==> config.mk <==
export PLATFORM = sky130hd
export DESIGN_NAME = rpfa_front
export DESIGN_NICKNAME = d
export VERILOG_FILES = /design/src/hdl/rpfa_pkg.sv /design/src/hdl/rpfa_front.sv
export SDC_FILE = /design/constraint.sdc
export NUM_CORES = 1
export LEC_CHECK = 0
export ABC_AREA = 1
export BUFFER_PORTS_ARGS = -buffer_cell sky130_fd_sc_hd__buf_2
export CORE_ASPECT_RATIO = 1.1
export CORE_UTILIZATION = 30
export CTS_CLUSTER_DIAMETER = 40
export DETAILED_ROUTE_END_ITERATION = 10
export PLACE_DENSITY_LB_ADDON = 0.1
export SYNTH_ARGS = -nofsm -noshare
export SYNTH_HDL_FRONTEND = slang
export SYNTH_SLANG_ARGS = --single-unit
==> constraint.sdc <==
create_clock -name clk -period 4.1 [get_ports clk]
set_input_delay 0.41 -clock clk [delete_from_list [all_inputs] [get_ports clk]]
set_output_delay 0.41 -clock clk [all_outputs]
set_load 0.03 [all_outputs]
==> src/hdl/rpfa_pkg.sv <==
// shared types and constants of the page frame allocator
`timescale 1ns / 1ps
`default_nettype none

package rpfa_pkg;

    // fixed field widths
    localparam int ADDR_W      = 32;
    localparam int LOW_PAGE_W  = 16;
    localparam int TOP_PAGE_W  = 17;
    localparam int CFG_DATA_W  = 17;
    localparam int REF_OUT_W   = 8;
    localparam int CMP_W       = 33;

    localparam logic [TOP_PAGE_W-1:0] TOP_PAGE_RESET = 17'h10000;

    // configuration register indexes
    localparam logic CFG_LOW_PAGE = 1'b0;
    localparam logic CFG_TOP_PAGE = 1'b1;

    // command codes
    typedef enum logic [1:0] {
        CMD_ALLOC  = 2'd0,
        CMD_FREE   = 2'd1,
        CMD_ADDREF = 2'd2,
        CMD_READ   = 2'd3
    } cmd_t;

    // result status codes
    typedef enum logic [1:0] {
        STAT_OK       = 2'd0,
        STAT_NO_PAGE  = 2'd1,
        STAT_BAD_ADDR = 2'd2,
        STAT_FULL     = 2'd3
    } status_t;

    // classified command passed from front to back
    typedef struct packed {
        cmd_t cmd;
        logic bad;
    } op_t;

    // back end status seen by the front end
    typedef struct packed {
        logic clearing;
    } back_status_t;

endpackage

`default_nettype wire

==> src/hdl/rpfa_front.sv <==
// front end: config registers, address check and two-entry command queue
`timescale 1ns / 1ps
`default_nettype none

module rpfa_front #(
    parameter int PAGE_BITS = 12,
    parameter int NUM_PAGES = 65536,
    parameter int PN_W      = $clog2(NUM_PAGES)
) (
    input  wire logic                                 clk,
    input  wire logic                                 rst_n,
    input  wire logic                                 cfg_we,
    input  wire logic                                 cfg_index,
    input  wire logic [rpfa_pkg::CFG_DATA_W-1:0]      cfg_wdata,
    input  wire logic                                 in_valid,
    output logic                                      in_stall,
    input  wire logic [1:0]                           cmd,
    input  wire logic [rpfa_pkg::ADDR_W-1:0]          phys_addr,
    input  wire rpfa_pkg::back_status_t               bstat,
    output logic                                      q_valid,
    input  wire logic                                 q_pop,
    output rpfa_pkg::op_t                             q_op,
    output logic [PN_W-1:0]                           q_page
);

    logic [rpfa_pkg::LOW_PAGE_W-1:0] low_page_reg;
    logic [rpfa_pkg::TOP_PAGE_W-1:0] top_page_reg;

    rpfa_pkg::op_t       op_reg   [2];
    logic [PN_W-1:0]     page_reg [2];
    logic                wr_ptr_reg, wr_ptr_next;
    logic                rd_ptr_reg, rd_ptr_next;
    logic [1:0]          count_reg, count_next;

    logic [rpfa_pkg::CMP_W-1:0] pg;
    logic                       addr_ok;
    rpfa_pkg::op_t              new_op;
    logic                       push;

    // configuration registers
    always_ff @(posedge clk or negedge rst_n)
    begin
        if (!rst_n)
        begin
            low_page_reg <= '0;
            top_page_reg <= rpfa_pkg::TOP_PAGE_RESET;
        end
        else if (cfg_we)
        begin
            case (cfg_index)
                rpfa_pkg::CFG_LOW_PAGE: low_page_reg <= cfg_wdata[rpfa_pkg::LOW_PAGE_W-1:0];
                rpfa_pkg::CFG_TOP_PAGE: top_page_reg <= cfg_wdata;
                default: ;
            endcase
        end
    end

    // address check: page aligned and inside the usable window
    always_comb
    begin
        pg = rpfa_pkg::CMP_W'(phys_addr >> PAGE_BITS);
        addr_ok = (phys_addr[PAGE_BITS-1:0] == '0)
               && (pg >= rpfa_pkg::CMP_W'(low_page_reg))
               && (pg <  rpfa_pkg::CMP_W'(top_page_reg))
               && (pg <  rpfa_pkg::CMP_W'(NUM_PAGES));
        new_op.cmd = rpfa_pkg::cmd_t'(cmd);
        case (new_op.cmd)
            rpfa_pkg::CMD_ALLOC: new_op.bad = 1'b0;
            default:             new_op.bad = !addr_ok;
        endcase
    end

    // queue handshake
    assign in_stall = (count_reg == 2'd2) || bstat.clearing;
    assign push     = in_valid && !in_stall;
    assign q_valid  = (count_reg != 2'd0);
    assign q_op     = op_reg[rd_ptr_reg];
    assign q_page   = page_reg[rd_ptr_reg];

    always_comb
    begin
        wr_ptr_next = wr_ptr_reg ^ push;
        rd_ptr_next = rd_ptr_reg ^ q_pop;
        count_next  = count_reg + 2'(push) - 2'(q_pop);
    end

    // queue pointers
    always_ff @(posedge clk or negedge rst_n)
    begin
        if (!rst_n)
        begin
            wr_ptr_reg <= 1'b0;
            rd_ptr_reg <= 1'b0;
            count_reg  <= 2'd0;
        end
        else
        begin
            wr_ptr_reg <= wr_ptr_next;
            rd_ptr_reg <= rd_ptr_next;
            count_reg  <= count_next;
        end
    end

    // queue payload
    always_ff @(posedge clk)
    begin
        if (push)
        begin
            op_reg[wr_ptr_reg]   <= new_op;
            page_reg[wr_ptr_reg] <= pg[PN_W-1:0];
        end
    end

endmodule

`default_nettype wire

# Word level (Yosys, flattened, before mapping)
# Memory sizes are Yosys's and may differ from the RTL's.
# Cells that the tools add are included.
# op_classes
n_addsub,2
n_lt_le_gt_ge,3
eq_ne,1
n_mux,3
bitwise,3
n_reduce_logical,12
# op_table
cell,n
20-bit by 16-bit >= comparator with 1-bit output,1
20-bit by 17-bit less-than comparator with 1-bit output,1
20-bit by 17-bit less-than comparator with 1-bit output (second input constant),1
12-bit logical NOT,1
1-bit logical AND,4
2-bit AND reduction,2
1-bit two-way mux,3
2-bit by 1-bit adder with 2-bit output,1
2-bit equality test (second input constant),1
1-bit logical NOT,2
2-bit logical NOT,1
2-bit nonzero test,1
2-bit by 1-bit subtractor with 2-bit output,1
1-bit bitwise XOR,2
1-bit logical OR,1
1-bit inverter,1
# word_totals
register_bits,37
mem_bits_rw,38
inputBits,58
out_inout_bits,21
mem_count,2
# memory_table
name,depth,width,rd,rd_clocked_by_memory_dff,wr,line,source
page_reg,2,16,1,0,1,rpfa_front.sv:30,logic [PN_W-1:0] page_reg [2];
op_reg,2,3,1,0,1,rpfa_front.sv:29,rpfa_pkg::op_t op_reg [2];

# Depth between registers and ports, before layout
# depth
ltp_word,6
depth_mapped,13

# Worst setup path before layout
# OpenSTA, ideal clock, no wires.
# synth_path
kind,in2reg
startpoint,in bstat
endpoint,mem op_reg[1][0] (netlist name) (enable)
setup_time_ns,0.377
t_arrival_ns,1.528
path_slack_ns,2.195
cell_stages,3
n_path_buf,0
path_cell_list,o21bai_1 -> nor2_1 -> ha_1
# synth_between
elab_chain_cells,5
# synth_lines
element,line,source
from (decl),rpfa_front.sv:19,"input wire rpfa_pkg::back_status_t bstat,"
1-bit logical OR,rpfa_front.sv:74,assign in_stall = (count_reg == 2'd2) || bstat.clearing;
1-bit logical NOT,rpfa_front.sv:75,assign push = in_valid && !in_stall;
1-bit logical AND,rpfa_front.sv:75,
1-bit two-way mux,rpfa_front.sv:107,if (push)
1-bit two-way mux (not written as such),rpfa_front.sv:109,op_reg[wr_ptr_reg] <= new_op;
to (decl),rpfa_front.sv:29,
# No other way between the ends.

# Worst setup path in the final report
# layout_path
startpoint,reg rd_ptr_reg
endpoint,out q_page[9]
# layout_between
elab_chain_cells,1
# layout_lines
element,line,source
from (decl),rpfa_front.sv:32,"logic rd_ptr_reg, rd_ptr_next;"
from (signal assigned),rpfa_front.sv:99,rd_ptr_reg <= rd_ptr_next;
memory 2 x 16 bit,-,
to (decl),rpfa_front.sv:23,output logic [PN_W-1:0] q_page
# No other way between the ends.

==> results by group <==
Finish
  – Final #Nets: 548
  – Final Cell Area: 4610 um2
  – Fill cells: 1279
  – Number of diodes: 0
  – Post-layout util: 0.380
  – Max reg flops: 32
  – Share of cells above drive strength 1: 0.257
  – Layout area overhead: 22.1%

Worst setup path
  – Reg-to-reg endpoint: page_reg[1][3]
  – Reg2Reg Launch Point: count_reg[1]
  – WP data required: 3690 ps
  – Worst Setup End Kind: output port
  – R2R depth: 4
  – Critical Path Slowest Stage Cell: dfrtp_1
  – Slowest cell delay on critical path: 890 ps
  – CP Class: reg2out
  – CP Max Fanout: 20
  – Worst reg-to-reg setup slack: 2210 ps
  – CP Data Arrival Time: 1820 ps
  – CP startpoint kind: flop
  – Cells along the critical path: mux2_2 -> buf_2

Yosys
  – FF+latch count, synth: between 70 and 80
  – Most instantiated cells after synthesis: 77 x nand2_1, 71 x inv_1, 38 x edfxtp_1
  – Synth Cell Area: 3780 um2
  – Post-synth top area share: 0.302
  – Synth top area cells: edfxtp_1 30%, dfrtp_1 24%, ha_1 12%
  – Most numerous cell in the Yosys netlist: nand2_1
  – Top_reg_cell synth: edfxtp_1
  – Sequential element share of the synthesized area: 0.547
  – Dominant cell type by area after synthesis: edfxtp_1
  – Post-synth cell types: 26
  – Ys Warns: 0
  – Syn nets: 467
  – Cells after synthesis: 373
  – Mapped Avg Cell Area: 10.1 um2
  – Share of async-settable or async-resettable flops after synthesis: 0.493
  – Post-synth EDFFs: 38

STA
  – Final Setup Violations: 0
  – Final Hold Fails: 0
  – Fmax: 448 MHz
  – Total negative slack: 0 ps
  – Max Slew Vio Count: 0
  – Min Tclk post-route: 2230 ps
  – Clk_skew: 4.29 ps
  – Rel. slew slack: 0.327
  – RSZ-0062 raised after global routing: no
  – Slew @ Worst Pin: about 1000 ps
  – Hold_ws: just over 200 ps
  – Period utilization: 0.544

Detailed routing
  – Vias/cell: 4.30
  – DR iter-0 viols: 81
  – TritonRoute pass-1 iters: 4
  – DRC viols: 0
  – Post-DRT Antenna Nets: 0
  – DR WL/cell: approximately 13 um
  – Routed WL: just under 8000 um
  – Vias: 2637

Placement
  – # port buffers: 78
  – Post-DP HPWL: approximately 5900 um
  – Post-placement cell area: roughly 4300 um2
  – Final GP Congestion: 0.710

Floorplan
  – Effective utilization at floorplan: 0.311
  – # IOs: ~80
  – Die Height: 120 um
  – Core Rows: 42
  – Die area: between 10000 and 15000 um2
  – Die width: 109 um
  – Core area: ~12000 um2

Clock tree
  – Hold-fix buffers, CTS: 0
  – CTS tree: yes
  – CTS Buf Count: 9
  – Post_cts resized: 0
  – Clock Latency Late Sink: 330 ps
  – Clk buf depth: 2
  – H-Tree Depth: 3
  – Clk root buf: clkbuf_16
  – Clock sink count: 75
  – Post-CTS Repair Setup Buffers: 0
  – Clock transition at path regs: 50 ps

GRT
  – Initial antenna violation count: 0
  – Pin count of the biggest net entering global routing: 38
  – Vias in the first global route: 2570
  – First-pass GRT wire length: between 10000 and 15000 um
  – GRT Residual Overflow: 0
  – Gr usage total: 0.127

Worst hold path
  – HP Class: in2async

Pwr
  – Total power: 0.00236 W
  – P_leak: roughly 2.2 nW
  – Peak VDD IR: approximately 0.32 mV
  – Pwr per Cell Area: a little over 500 nW/um2

Job
  – Max_cap viols: 0

Status
  – Run status: finished clean
==> worst max-delay path: cells and delay by family, from the launching register on <==
family                 cells  cell delay (ps)
flip-flops                 1              890
buffers and inverters      1              180
multiplexers               1              430
==> worst max-delay path by stage <==
stage,startpoint,to,cells past startpoint
6_report,rd_ptr_reg,q_page[9],2
5_1_grt,rd_ptr_reg,q_page[10],2
3_3_place_gp,bstat,page_reg[1][1],4
2_1_floorplan,bstat,op_reg[1][0],3
4_1_cts,rd_ptr_reg,q_page[10],2
3_5_place_dp,bstat,page_reg[1][1],4
==> per-stage QoR <==
step	instances	worst slack, ps
6_report	613	1870
5_1_grt	613	1750
4_1_cts	613	1800
3_5_place_dp	597	2020
3_3_place_gp	597	2040
2_1_floorplan	373	2200
==> placed cells by master (no fill, tap or decap), types with 12 or more instances in the layout <==
cell type / Yosys / layout
inv_1: 71 / 71
ha_1: 36 / 36
a21oi_1: 12 / 12
mux2_2: 19 / 19
buf_2: 3 / 78
edfxtp_1: 38 / 38
nand2_1: 77 / 77
dfrtp_1: 36 / 36
o21ai_0: 34 / 34
nor2_1: 18 / 18
==> cell type report <==
cell class                 instances  area, um2  area share
timing repair buffer              78        390      0.0846
clock buffer                      10        229      0.0496
inverter                          71        267      0.0578
multi-input combinational        219       1410       0.306
clock inverter                     6       56.3      0.0122
sequential                        75       2070       0.448
tap                              154        193      0.0418
==> power breakdown <==
group / leakage, nW / total [W] / internal [W] / switching [W]
clock network: 0.140 / 0.000749 / 0.000465 / 0.000284
registers: 0.799 / 0.000989 / 0.000910 / 0.0000791
logic: 1.30 / 0.000620 / 0.000246 / 0.000374
==> cells by family after synthesis <==
kind of cell,count (synthesis),share of synthesized area
mux,19,0.0566
compound gates,50,0.0692
fa+ha+maj,36,0.119
xor+xnor,3,0.00695
buf+inv,79,0.0795
flops,75,0.547
simple gates,111,0.121
==> routing by layer <==
layer | GRT usage | share of wire | vias to the layer above | wire length, um
li1 | - | - | 1380 | -
met1 | 0.158 | 0.47 | 1201 | 3620
met2 | 0.208 | 0.48 | 46 | 3690
met3 | 0.0337 | 0.041 | 10 | 317
met4 | 0.0507 | 0.015 | 0 | 114
met5 | 0 | 0 | - | 0
Power figures use the tool's default switching activity.
